[config.mk]
export PLATFORM = sky130hd
export DESIGN_NAME = hid_keyboard_report_decoder_top
export DESIGN_NICKNAME = d
export VERILOG_FILES = /design/src/rtl/core/hkrd_pkg.sv /design/src/rtl/core/hkrd_scan.sv /design/src/rtl/core/hkrd_emit.sv /design/src/rtl/core/hid_keyboard_report_decoder_top.sv
export SDC_FILE = /design/constraint.sdc
export NUM_CORES = 1
export LEC_CHECK = 0
export BUFFER_PORTS_ARGS = -buffer_cell sky130_fd_sc_hd__buf_4
export CORE_MARGIN = 2
export CORE_UTILIZATION = 55
export CTS_CLUSTER_DIAMETER = 80
export DETAILED_ROUTE_END_ITERATION = 10
export PLACE_DENSITY = 0.74
export RECOVER_POWER = 50
export SETUP_SLACK_MARGIN = 0.5
export SLEW_MARGIN = 10
export SYNTH_ARGS = -nofsm -noshare
export SYNTH_HDL_FRONTEND = slang
export SYNTH_SLANG_ARGS = --single-unit
[constraint.sdc]
create_clock -name aclk -period 7.1 [get_ports aclk]
set_clock_uncertainty 0.1 [all_clocks]
set_input_delay 0 -clock aclk [delete_from_list [all_inputs] [get_ports aclk]]
set_output_delay 0 -clock aclk [all_outputs]
set_load 0.02 [all_outputs]
[src/rtl/core/hkrd_pkg.sv]
`timescale 1ns / 1ps
`default_nettype none

package hkrd_pkg;

    localparam int INPUT_SLOTS = 6;
    localparam int S_DATA_W    = 128;
    localparam int M_DATA_W    = 88;

    localparam logic [7:0] MIN_BYTES      = 8'd10;
    localparam logic [6:0] CODE_ENTER     = 7'h28;
    localparam logic [6:0] CODE_BACKSPACE = 7'h2A;
    localparam logic [6:0] CODE_TAB       = 7'h2B;
    localparam logic [7:0] SHIFT_MASK     = 8'h22;

    typedef enum logic [1:0] {
        EV_CHAR      = 2'd0,
        EV_ENTER     = 2'd1,
        EV_BACKSPACE = 2'd2,
        EV_TAB       = 2'd3
    } hkrd_event_t;

    // One scanned report handed from the key scan to the event stage
    typedef struct packed {
        logic [7:0]                  modifier;
        logic [INPUT_SLOTS-1:0][7:0] slots;
        logic [62:0]                 when;
        logic [INPUT_SLOTS-1:0]      seen;
    } hkrd_report_t;

    function automatic hkrd_event_t key_kind(input logic [6:0] code);
        hkrd_event_t kind;
        kind = EV_CHAR;
        if (code == CODE_ENTER) begin
            kind = EV_ENTER;
        end else if (code == CODE_BACKSPACE) begin
            kind = EV_BACKSPACE;
        end else if (code == CODE_TAB) begin
            kind = EV_TAB;
        end
        return kind;
    endfunction

    // Boot keyboard usage code to ASCII; zero means unmapped
    function automatic logic [6:0] rom_char(input logic [6:0] code, input logic shift);
        logic [6:0] ch;
        ch = 7'd0;
        case (code) inside
            [7'd4:7'd29]: ch = (shift ? 7'h41 : 7'h61) + (code - 7'd4);
            7'd30:   ch = shift ? 7'h21 : 7'h31;
            7'd31:   ch = shift ? 7'h40 : 7'h32;
            7'd32:   ch = shift ? 7'h23 : 7'h33;
            7'd33:   ch = shift ? 7'h24 : 7'h34;
            7'd34:   ch = shift ? 7'h25 : 7'h35;
            7'd35:   ch = shift ? 7'h5E : 7'h36;
            7'd36:   ch = shift ? 7'h26 : 7'h37;
            7'd37:   ch = shift ? 7'h2A : 7'h38;
            7'd38:   ch = shift ? 7'h28 : 7'h39;
            7'd39:   ch = shift ? 7'h29 : 7'h30;
            7'd40:   ch = 7'h0A;
            7'd42:   ch = 7'h08;
            7'd43:   ch = 7'h09;
            7'd44:   ch = 7'h20;
            7'd45:   ch = shift ? 7'h5F : 7'h2D;
            7'd46:   ch = shift ? 7'h2B : 7'h3D;
            7'd47:   ch = shift ? 7'h7B : 7'h5B;
            7'd48:   ch = shift ? 7'h7D : 7'h5D;
            7'd49:   ch = shift ? 7'h7C : 7'h5C;
            7'd51:   ch = shift ? 7'h3A : 7'h3B;
            7'd52:   ch = shift ? 7'h22 : 7'h27;
            7'd53:   ch = shift ? 7'h7E : 7'h60;
            7'd54:   ch = shift ? 7'h3C : 7'h2C;
            7'd55:   ch = shift ? 7'h3E : 7'h2E;
            7'd56:   ch = shift ? 7'h3F : 7'h2F;
            default: ch = 7'd0;
        endcase
        return ch;
    endfunction

endpackage

`default_nettype wire

[src/rtl/core/hkrd_scan.sv]
`timescale 1ns / 1ps
`default_nettype none

module hkrd_scan #(
    parameter int KEY_SLOTS = 6
) (
    input  wire logic                          aclk,
    input  wire logic                          aresetn,
    input  wire logic                          s_tvalid,
    output logic                               s_tready,
    input  wire logic [hkrd_pkg::S_DATA_W-1:0] s_tdata,
    output logic                               res_valid,
    input  wire logic                          res_ready,
    output hkrd_pkg::hkrd_report_t             res
);
    import hkrd_pkg::*;

    localparam int IDX_W = (KEY_SLOTS > 1) ? $clog2(KEY_SLOTS) : 1;
    localparam logic [IDX_W-1:0] LAST_IDX = IDX_W'(KEY_SLOTS - 1);

    // previous report's keys, one entry per slot
    logic [7:0]           key_mem [KEY_SLOTS];
    logic [KEY_SLOTS-1:0] key_ok_reg;
    logic [7:0]           rd_data_reg;
    logic                 rd_ok_reg;

    logic                        busy_reg;
    logic                        rd_go_reg;
    logic [IDX_W-1:0]            rd_idx_reg;
    logic                        cmp_valid_reg;
    logic [IDX_W-1:0]            cmp_idx_reg;
    logic                        res_valid_reg;
    logic [7:0]                  mod_reg;
    logic [INPUT_SLOTS-1:0][7:0] slots_reg;
    logic [62:0]                 time_reg;
    logic [INPUT_SLOTS-1:0]      seen_reg;
    logic [INPUT_SLOTS-1:0]      seen_next;

    logic       accept;
    logic       start;
    logic [7:0] prev_key;
    logic [3:0] cmp_idx_wide;
    logic [7:0] wr_data;

    assign s_tready = !busy_reg && (!res_valid_reg || res_ready);
    assign accept   = s_tvalid && s_tready;
    assign start    = accept && (s_tdata[63:56] >= MIN_BYTES);

    assign prev_key     = rd_ok_reg ? rd_data_reg : 8'd0;
    assign cmp_idx_wide = 4'(cmp_idx_reg);
    assign wr_data      = (cmp_idx_wide < 4'(INPUT_SLOTS)) ? slots_reg[cmp_idx_wide[2:0]] : 8'd0;

    always_comb begin
        for (int i = 0; i < INPUT_SLOTS; i++) begin
            seen_next[i] = seen_reg[i] || (slots_reg[i] == prev_key);
        end
    end

    always_ff @(posedge aclk) begin
        if (cmp_valid_reg) begin
            key_mem[cmp_idx_reg] <= wr_data;
        end
        if (rd_go_reg) begin
            rd_data_reg <= key_mem[rd_idx_reg];
        end
    end

    always_ff @(posedge aclk) begin
        if (!aresetn) begin
            key_ok_reg    <= '0;
            rd_ok_reg     <= 1'b0;
            busy_reg      <= 1'b0;
            rd_go_reg     <= 1'b0;
            rd_idx_reg    <= '0;
            cmp_valid_reg <= 1'b0;
            cmp_idx_reg   <= '0;
            res_valid_reg <= 1'b0;
        end else begin
            if (res_valid_reg && res_ready) begin
                res_valid_reg <= 1'b0;
            end
            if (start) begin
                busy_reg   <= 1'b1;
                rd_go_reg  <= 1'b1;
                rd_idx_reg <= '0;
            end
            cmp_valid_reg <= rd_go_reg;
            if (rd_go_reg) begin
                rd_ok_reg   <= key_ok_reg[rd_idx_reg];
                cmp_idx_reg <= rd_idx_reg;
                if (rd_idx_reg == LAST_IDX) begin
                    rd_go_reg <= 1'b0;
                end else begin
                    rd_idx_reg <= rd_idx_reg + IDX_W'(1);
                end
            end
            // write back this slot's key in the same cycle as its entry is compared
            if (cmp_valid_reg) begin
                key_ok_reg[cmp_idx_reg] <= 1'b1;
                if (cmp_idx_reg == LAST_IDX) begin
                    busy_reg      <= 1'b0;
                    res_valid_reg <= 1'b1;
                end
            end
        end
    end

    always_ff @(posedge aclk) begin
        if (start) begin
            mod_reg   <= s_tdata[7:0];
            slots_reg <= s_tdata[55:8];
            time_reg  <= s_tdata[126:64];
            seen_reg  <= '0;
        end else if (cmp_valid_reg) begin
            seen_reg <= seen_next;
        end
    end

    assign res_valid    = res_valid_reg;
    assign res.modifier = mod_reg;
    assign res.slots    = slots_reg;
    assign res.when     = time_reg;
    assign res.seen     = seen_reg;

endmodule

`default_nettype wire

[src/rtl/core/hkrd_emit.sv]
`timescale 1ns / 1ps
`default_nettype none

module hkrd_emit #(
    parameter int KEY_SLOTS = 6
) (
    input  wire logic                          aclk,
    input  wire logic                          aresetn,
    input  wire logic                          res_valid,
    output logic                               res_ready,
    input  wire hkrd_pkg::hkrd_report_t        res,
    output logic                               m_tvalid,
    input  wire logic                          m_tready,
    output logic [hkrd_pkg::M_DATA_W-1:0]      m_tdata,
    output logic [1:0]                         m_tuser,
    output logic                               m_tlast
);
    import hkrd_pkg::*;

    logic        shift;
    hkrd_event_t ld_type [INPUT_SLOTS];
    logic [6:0]  ld_rom  [INPUT_SLOTS];
    logic [6:0]  ld_char [INPUT_SLOTS];
    logic [INPUT_SLOTS-1:0] elig;

    logic [INPUT_SLOTS-1:0] pend_reg;
    hkrd_event_t type_reg [INPUT_SLOTS];
    logic [6:0]  char_reg [INPUT_SLOTS];
    logic [6:0]  code_reg [INPUT_SLOTS];
    logic [7:0]  mod_reg;
    logic [62:0] time_reg;

    logic [INPUT_SLOTS-1:0] pick;
    logic [INPUT_SLOTS-1:0] rest;
    hkrd_event_t sel_type;
    logic [6:0]  sel_char;
    logic [6:0]  sel_code;

    logic        out_valid_reg;
    hkrd_event_t out_type_reg;
    logic [6:0]  out_char_reg;
    logic [6:0]  out_code_reg;
    logic [7:0]  out_mod_reg;
    logic [62:0] out_time_reg;
    logic        out_last_reg;
    logic        advance;

    assign shift     = |(res.modifier & SHIFT_MASK);
    assign res_ready = (pend_reg == '0);
    assign advance   = !out_valid_reg || m_tready;

    always_comb begin
        for (int i = 0; i < INPUT_SLOTS; i++) begin
            ld_type[i] = key_kind(res.slots[i][6:0]);
            ld_rom[i]  = rom_char(res.slots[i][6:0], shift);
            ld_char[i] = (ld_type[i] == EV_CHAR) ? ld_rom[i] : 7'd0;
            elig[i]    = (i < KEY_SLOTS) && !res.seen[i] && (res.slots[i] != 8'd0)
                         && !res.slots[i][7]
                         && ((ld_type[i] != EV_CHAR) || (ld_rom[i] != 7'd0));
        end
    end

    // lowest pending slot goes first
    always_comb begin
        pick     = pend_reg & (~pend_reg + INPUT_SLOTS'(1));
        rest     = pend_reg & ~pick;
        sel_type = EV_CHAR;
        sel_char = 7'd0;
        sel_code = 7'd0;
        for (int i = 0; i < INPUT_SLOTS; i++) begin
            if (pick[i]) begin
                sel_type = type_reg[i];
                sel_char = char_reg[i];
                sel_code = code_reg[i];
            end
        end
    end

    always_ff @(posedge aclk) begin
        if (!aresetn) begin
            pend_reg      <= '0;
            out_valid_reg <= 1'b0;
        end else begin
            if (res_valid && res_ready) begin
                pend_reg <= elig;
            end else if (advance && (pend_reg != '0)) begin
                pend_reg <= rest;
            end
            if (advance) begin
                out_valid_reg <= (pend_reg != '0);
            end
        end
    end

    always_ff @(posedge aclk) begin
        if (res_valid && res_ready) begin
            for (int i = 0; i < INPUT_SLOTS; i++) begin
                type_reg[i] <= ld_type[i];
                char_reg[i] <= ld_char[i];
                code_reg[i] <= res.slots[i][6:0];
            end
            mod_reg  <= res.modifier;
            time_reg <= res.when;
        end
        if (advance && (pend_reg != '0)) begin
            out_type_reg <= sel_type;
            out_char_reg <= sel_char;
            out_code_reg <= sel_code;
            out_mod_reg  <= (sel_type == EV_CHAR) ? mod_reg : 8'd0;
            out_time_reg <= time_reg;
            out_last_reg <= (rest == '0);
        end
    end

    assign m_tvalid = out_valid_reg;
    assign m_tdata  = {3'b000, out_time_reg, out_mod_reg, out_code_reg, out_char_reg};
    assign m_tuser  = out_type_reg;
    assign m_tlast  = out_last_reg;

endmodule

`default_nettype wire

[src/rtl/core/hid_keyboard_report_decoder_top.sv]
// Channel  | Dir | Beat content (lowest bit first)
// s_       | in  | tdata: modifier_bits, key_slot_0..5, byte_count, capture_time
// m_       | out | tdata: character, key_code, modifier_out, event_time;
//          |     | tuser: event_type; tlast: last_of_report
//
// A report scans the previous keys from memory, one entry per cycle; a new report is
// taken only once that scan is finished and its result can be handed on, and a
// report shorter than 10 bytes is accepted and dropped without a scan.
// Events leave one per cycle behind an output register; m_tready low stalls the
// event stage, and the scan then holds its finished report. Reset clears the key
// valid bits, so every stored key reads as zero until the next report writes it.
`timescale 1ns / 1ps
`default_nettype none

module hid_keyboard_report_decoder_top #(
    parameter int KEY_SLOTS = 6
) (
    input  wire logic                          aclk,
    input  wire logic                          aresetn,
    input  wire logic                          s_tvalid,
    output logic                               s_tready,
    // modifier_bits, key_slot_0..key_slot_5, byte_count, capture_time, pad
    input  wire logic [hkrd_pkg::S_DATA_W-1:0] s_tdata,
    output logic                               m_tvalid,
    input  wire logic                          m_tready,
    // character, key_code, modifier_out, event_time, pad
    output logic [hkrd_pkg::M_DATA_W-1:0]      m_tdata,
    // event_type
    output logic [1:0]                         m_tuser,
    output logic                               m_tlast
);
    import hkrd_pkg::*;

    logic         res_valid;
    logic         res_ready;
    hkrd_report_t res;

    hkrd_scan #(
        .KEY_SLOTS (KEY_SLOTS)
    ) u_scan (
        .aclk      (aclk),
        .aresetn   (aresetn),
        .s_tvalid  (s_tvalid),
        .s_tready  (s_tready),
        .s_tdata   (s_tdata),
        .res_valid (res_valid),
        .res_ready (res_ready),
        .res       (res)
    );

    hkrd_emit #(
        .KEY_SLOTS (KEY_SLOTS)
    ) u_emit (
        .aclk      (aclk),
        .aresetn   (aresetn),
        .res_valid (res_valid),
        .res_ready (res_ready),
        .res       (res),
        .m_tvalid  (m_tvalid),
        .m_tready  (m_tready),
        .m_tdata   (m_tdata),
        .m_tuser   (m_tuser),
        .m_tlast   (m_tlast)
    );

`ifndef SYNTHESIS
    // hold off new reports while a scanned one waits on the event stage
    assert property (@(posedge aclk) disable iff (!aresetn)
        (res_valid && !res_ready) |-> !s_tready)
        else $error("report accepted while scan result is blocked");

    assert property (@(posedge aclk) disable iff (!aresetn)
        (m_tvalid && (m_tuser != EV_CHAR)) |-> ((m_tdata[6:0] == 7'd0) && (m_tdata[21:14] == 8'd0)))
        else $error("special event carries character or modifier");

    assert property (@(posedge aclk) disable iff (!aresetn)
        (m_tvalid && (m_tuser == EV_CHAR)) |-> (m_tdata[6:0] != 7'd0))
        else $error("character event with unmapped code");

    assert property (@(posedge aclk) disable iff (!aresetn)
        m_tvalid |-> (m_tdata[13:7] != 7'd0))
        else $error("event with empty key code");
`endif

endmodule

`default_nettype wire

Yosys cells after proc, flatten, opt, wreduce, memory -nomap -nowiden
Memory sizes are Yosys's and may differ from the RTL's. A register that Yosys moved wholly into a read port is not among the register bits.
Index checks and enable logic that the tools add are counted.
Word-level totals
  register bits: 308
  RAM bits: 144
  input port bits: 132
  logic and storage cells: 560
  memories: 4
Memories
  u_scan.key_mem: words 6, width 8, rd ports 1, clocked after memory_dff 1, write ports 1, RTL line hkrd_scan.sv:22  | logic [7:0] key_mem [KEY_SLOTS];
  u_emit.char_reg: words 6, width 7, rd ports 6, clocked after memory_dff 0, write ports 6, RTL line hkrd_emit.sv:28  | logic [6:0] char_reg [INPUT_SLOTS];
  u_emit.code_reg: words 6, width 7, rd ports 6, clocked after memory_dff 0, write ports 6, RTL line hkrd_emit.sv:29  | logic [6:0] code_reg [INPUT_SLOTS];
  u_emit.type_reg: words 6, width 2, rd ports 6, clocked after memory_dff 0, write ports 6, RTL line hkrd_emit.sv:27  | hkrd_event_t type_reg [INPUT_SLOTS];
Operators by class
  add/sub/neg operators: 14
  $lt $le $gt $ge: 17
  equal/unequal tests: 158
  multiplexer cells: 246
  bitwise logic cells: 5
  reduce and logical (&&, ||, !) cells: 89
Operators with widths (count)
  $mux 7: 177
  $eq 7x6->1 const B: 138
  $eq 7x5->1 const B: 12
  $mux 5: 13
  $eq 8x8->1: 6
  $mux 2: 24
  $reduce_bool 8->1: 6
  $add 7x7->7: 6
  $ge 7x3->1 const B: 6
  $le 7x5->1 const B: 6
  $reduce_bool 7->1: 6
  $sub 7x3->7 const B: 6
  $mux 6: 6
  $logic_and 1x1->1: 30
  $bmux 8 s3: 1
  $mux 8: 3
  $mux 1: 16
  $logic_not 1->1: 15
  $logic_not 2->1: 7
  $logic_or 1x1->1: 14
  $reduce_bool 2->1: 7
  $and 6x6->6: 2
  $logic_not 6->1: 2
  $mux 3: 4
  13 further kinds: 16

Longest topological paths before layout
  word-level depth: 32
  gate-level depth with buffers: 17
  mapped depth without buffers: 12

Cells and area by module
From an unflattened synthesis, not the netlist that was laid out.
Second synthesis, totals
  cell total of the unflattened synthesis: 2214
  area total of the unflattened synthesis: 24741.2 sq um
By module, submodules not included
  hkrd_emit: times used 1, cells an instance 1710, area each 16957.5 sq um, seq. area each 7797.5 sq um
  hkrd_scan: times used 1, cells an instance 504, area each 7783.7 sq um, seq. area each 5715.5 sq um

Worst setup path after synthesis
No wires, ideal clock.
  path type: flip-flop to flip-flop
  start point: register u_emit.pend_reg[2]
  end point: register u_emit.pend_reg[2]
  library setup time: 0.093 ns
  data arrival time: 5.237 ns
  required time: 6.907 ns
  path slack: 1.670 ns
  stages on the path, launching flop included: 8
  path buffers: 1
  period minus slack after synthesis: 5.430 ns
  cells stage by stage: dfxtp_1 -> buf_6 -> or4_4 -> nor3_1 -> nand2_1 -> inv_1 -> a41oi_1 -> a41oi_1
On the way
  cells in the longest elaborated chain, start to end: 7
  elaborated cells on any way between the ends: 12
RTL lines
  start, declared: RTL line hkrd_emit.sv:26  | logic [INPUT_SLOTS-1:0] pend_reg;
  start signal, assigned: RTL line hkrd_emit.sv:85  | pend_reg <= elig;
  start signal, assigned: RTL line hkrd_emit.sv:87  | pend_reg <= rest;
  $not 6->6: RTL line hkrd_emit.sv:65  | pick = pend_reg & (~pend_reg + INPUT_SLOTS'(1));
  $add 6x1->6: RTL line hkrd_emit.sv:65
  $and 6x6->6: RTL line hkrd_emit.sv:65
  $not 6->6: RTL line hkrd_emit.sv:66  | rest = pend_reg & ~pick;
  $and 6x6->6: RTL line hkrd_emit.sv:66
  $mux 6: RTL line hkrd_emit.sv:86  | end else if (advance && (pend_reg != '0)) begin
  $mux 6: RTL line hkrd_emit.sv:84  | if (res_valid && res_ready) begin
Parallel ways exist; a longest one is shown, timed or not. The select of a mux whose other input is x is not followed.
A chain may end at the register's enable or synchronous reset.

Worst setup path in the final report
  start point: register u_scan.mod_reg[5]
  end point: register u_emit.pend_reg[5]
On the way
  cells in the longest elaborated chain, start to end: 32
  elaborated cells on any way between the ends: 54
RTL lines
  start, declared: RTL line hkrd_scan.sv:33  | logic [7:0] mod_reg;
  start signal, assigned: RTL line hkrd_scan.sv:110  | mod_reg <= s_tdata[7:0];
  $reduce_or 2->1 (*): RTL line hkrd_emit.sv:48  | assign shift = |(res.modifier & SHIFT_MASK);
  $mux 5: RTL line hkrd_pkg.sv:74  | 7'd56: ch = shift ? 7'h3F : 7'h2F;
  $mux 7 (25 in a row): RTL line hkrd_pkg.sv:48  | case (code) inside
  $mux 7 (*): RTL line hkrd_pkg.sv:48
  $reduce_bool 7->1 (*): RTL line hkrd_emit.sv:59  | && ((ld_type[i] != EV_CHAR) || (ld_rom[i] != 7'd0));
  $logic_or 1x1->1 (*): RTL line hkrd_emit.sv:59
  $logic_and 1x1->1 (*): RTL line hkrd_emit.sv:59
  $mux 6 (*): RTL line hkrd_emit.sv:84
Mark *: on every way between the ends. The rest lies on a longest branch, timed or not.

==> impl_metrics.yaml <==
outcome:
  status: "finished with violations"
  violations: "capacitance limit, slew limit"
logic_synthesis:
  postSynth.asyncResetShare_pct: 0
  synth_xor_area_share_pct: 1.55
  synth-simple-area-share_pct: 14.5
  synth_edf_count: 430
  yosysSeqAreaShare_pct: 54.4
  ys_top_cells_by_area: "edfxtp_1, ha_1, a21oi_1, o21ai_0, nor2_1"
  synthesis.area_um2: 24900
  ys_seq_elements: 460
  synth_top_family_by_area: "compound AO/OA/AOI/OAI gates"
  synth_compound_area_share_pct: 18.8
  syn_avg_cell_area_um2: 11.0
  synthAdderAreaFrac_pct: 4.33
  synth_ff_type: "edfxtp_1"
  syn_inst: 2265
  netlist_top_cells_count: "edfxtp_1, nor2_1, a21oi_1, o21ai_0, nand2_1"
  yosys.area.top_type_share_pct: 51.9
  ys_warn_count: 0
  synthDistinctLibCells: 98
  synth.area.mux_share_pct: 2.07
  synth_top_cell_by_area: "edfxtp_1"
  yosysMostFrequentCell: "edfxtp_1"
route:
  final_antenna_net_count: 0
  first_pass_iters: 6
  drc: 0
  drt-initial-drc-count: 2786
  wl_um: 74400
  routedWlPerCell_um: 23.7
  via_per_inst: 6.45
  vias: 20300
die:
  ios: 225
  die_y_um: 217
  fp-row-count: 77
  die_area_um2: 46900
  die_x_um: 217
  start_util_pct: 56.0
  core_um2: 44400
timing:
  tightestPinTransition_ns: 1.64
  tns_ns: 0
  clock.fmax_mhz: 223
  grt_setup_unrepaired: "no"
  final-setup-viol-count: 0
  period_share_pct: 63.1
  post-route-min-period_ns: 4.48
  timing.slew.headroom_pct: -9.10
  final_hold_viol_count: 0
  hold_slack_ns: 0.0242
  maxSlewViolCount: 38
clocking:
  cts-htree-levels: 2
  numCtsBuffers: 47
  tritoncts: "built"
  clkLatencyLatePin_ns: 0.60
  cts_sinks: 460
  cts-root-buf: "clkbuf_16"
  clk_pin_slew_ns: 0.07
  cts_buffer_depth: 3
worst_setup_path:
  cp_cell_sequence: "clkbuf_1 -> nor2_4 -> buf_4 -> inv_2 -> buf_4 -> ha_1 -> inv_1 -> ha_1 -> a31oi_1 -> xnor2_1 -> o21ai_0 -> a21oi_1 -> nand4_1 -> o41a_1"
  critPathMaxFanout: 41
  reg2reg_slack_ns: 2.62
  critPathRequiredTime_ns: 7.46
  max_stage_delay_ns: 1.16
  reg2reg_depth: 14
  path_class: "register to register"
  start_kind: "register"
  r2r_end: "u_emit.pend_reg[5]"
  worst_path_max_delay_cell: "clkbuf_1"
  worstSetupEndpointType: "register"
  arrival_ns: 4.84
  crit-reg2reg-launch: "u_scan.mod_reg[5]"
placed_design:
  dpl.hpwl_um: 48300
  gp_congestion: 0.923
  placed_area_um2: 26700
  io_buffers: 219
min_path:
  holdPathStages: 3
  hp-start: "s_tvalid"
  hold_end: "u_scan.seen_reg[1]"
  hold_path_class: "input pin to register"
final_layout:
  diodes: 0
  nFillCells: 3436
  layout-drive-gt1-share_pct: 11.2
  area_delta_synth_final_pct: 17.4
  nets: 2736
  fin_area_um2: 29200
global_route:
  grt_max_degree: 101
  grt_pass1_wl_um: 114000
  grtUsageTotal_pct: 31.2
  first_global_vias: 19300
  overflow: 0
  antenna_found_initial: 0
pwr:
  p_total_mw: 6.39
  ir_drop_mv: 0.269
  power-per-cell-area_nw_per_um2: 219
  p_leak_nw: 10.1
flow_run:
  maxCapViolations: 2
-- what timing repair did --
action / 4_1_cts / 5_1_grt
hold endpoints to repair: 144 / 0
resized for setup: 0 / 0
hold buffers: 129 / 0
setup buffers: 0 / 0
-- stage by stage --
| stage | cells | setup WS [ns] | utilization [%] |
|---|---|---|---|
| after floorplan | 2267 | 1.67 | - |
| after global placement | 2932 | 3.43 | 60.2 |
| after detailed placement | 2932 | 3.37 | 60.2 |
| after CTS | 3147 | 3.33 | 66.6 |
| after global routing | 3147 | 2.42 | 65.7 |
| final | 3147 | 2.62 | 65.7 |
-- how the worst max path moves through the flow --
stage          cells after the start                from               endpoint
2_1_floorplan                      7  u_emit.pend_reg[2]     u_emit.pend_reg[2]
3_3_place_gp                       6  u_emit.pend_reg[1]    u_scan.time_reg[30]
3_5_place_dp                       6  u_emit.pend_reg[1]  u_emit.type_reg[4][1]
4_1_cts                            6  u_emit.pend_reg[1]  u_emit.type_reg[5][1]
5_1_grt                           14   u_scan.mod_reg[5]     u_emit.pend_reg[5]
6_report                          14   u_scan.mod_reg[5]     u_emit.pend_reg[5]
-- layer usage --
| metal | vias up | share of wire [%] | track usage (%) |
|---|---|---|---|
| li1 | 9148 | - | - |
| met1 | 9793 | 42 | 43.6 |
| met2 | 1197 | 45 | 49.0 |
| met3 | 171 | 9.6 | 5.78 |
| met4 | 0 | 3.4 | 10.8 |
| met5 | - | 0 | 0 |
-- report_power, final --
part / switching, mW / total, mW / internal [mW] / leakage (nW)
sequential: 0.104 / 3.13 / 3.03 / 4.18
combinational: 0.436 / 0.750 / 0.314 / 5.14
clock: 1.10 / 2.50 / 1.41 / 0.757
-- cell families after synthesis --
kind of cell    Yosys count
compound gates          694
xor+xnor                 44
fa+ha+maj                86
buf+inv                 255
flops                   460
mux                      40
other cells               1
simple gates            685
-- layout by cell type, fill, tap and decap left out, types with 42 or more instances in the layout --
cell type      instances
clkbuf_16             47
inv_1                 71
o21ai_0              162
edfxtp_1             430
nor3_1                42
nand2_1              161
nor2_1               174
clkbuf_4             112
ha_1                  86
dlygate4sd3_1        129
a21oi_1              165
nand3_1               65
clkbuf_1             115
-- final cells by class --
cell class / count / area, um^2 / area share [%]
inverters: 75 / 287 / 0.982
clock inverters: 29 / 328 / 1.12
clock buffers: 57 / 1220 / 4.19
well taps: 592 / 741 / 2.54
repair buffers: 382 / 2810 / 9.61
multi-input cells: 1552 / 10300 / 35.2
flip-flops and latches: 460 / 13500 / 46.3
-- critical path: cells and delay by family (launching register included) --
family	cells	cell delay, ns
adders and majority gates	2	0.59
buffers and inverters	5	2.21
DFF	1	0.33
AOI/OAI and AO/OA	4	0.78
xor gates and xnor gates	1	0.15
and+or+nand+nor	2	0.14
(Power assumes the default switching activity.)
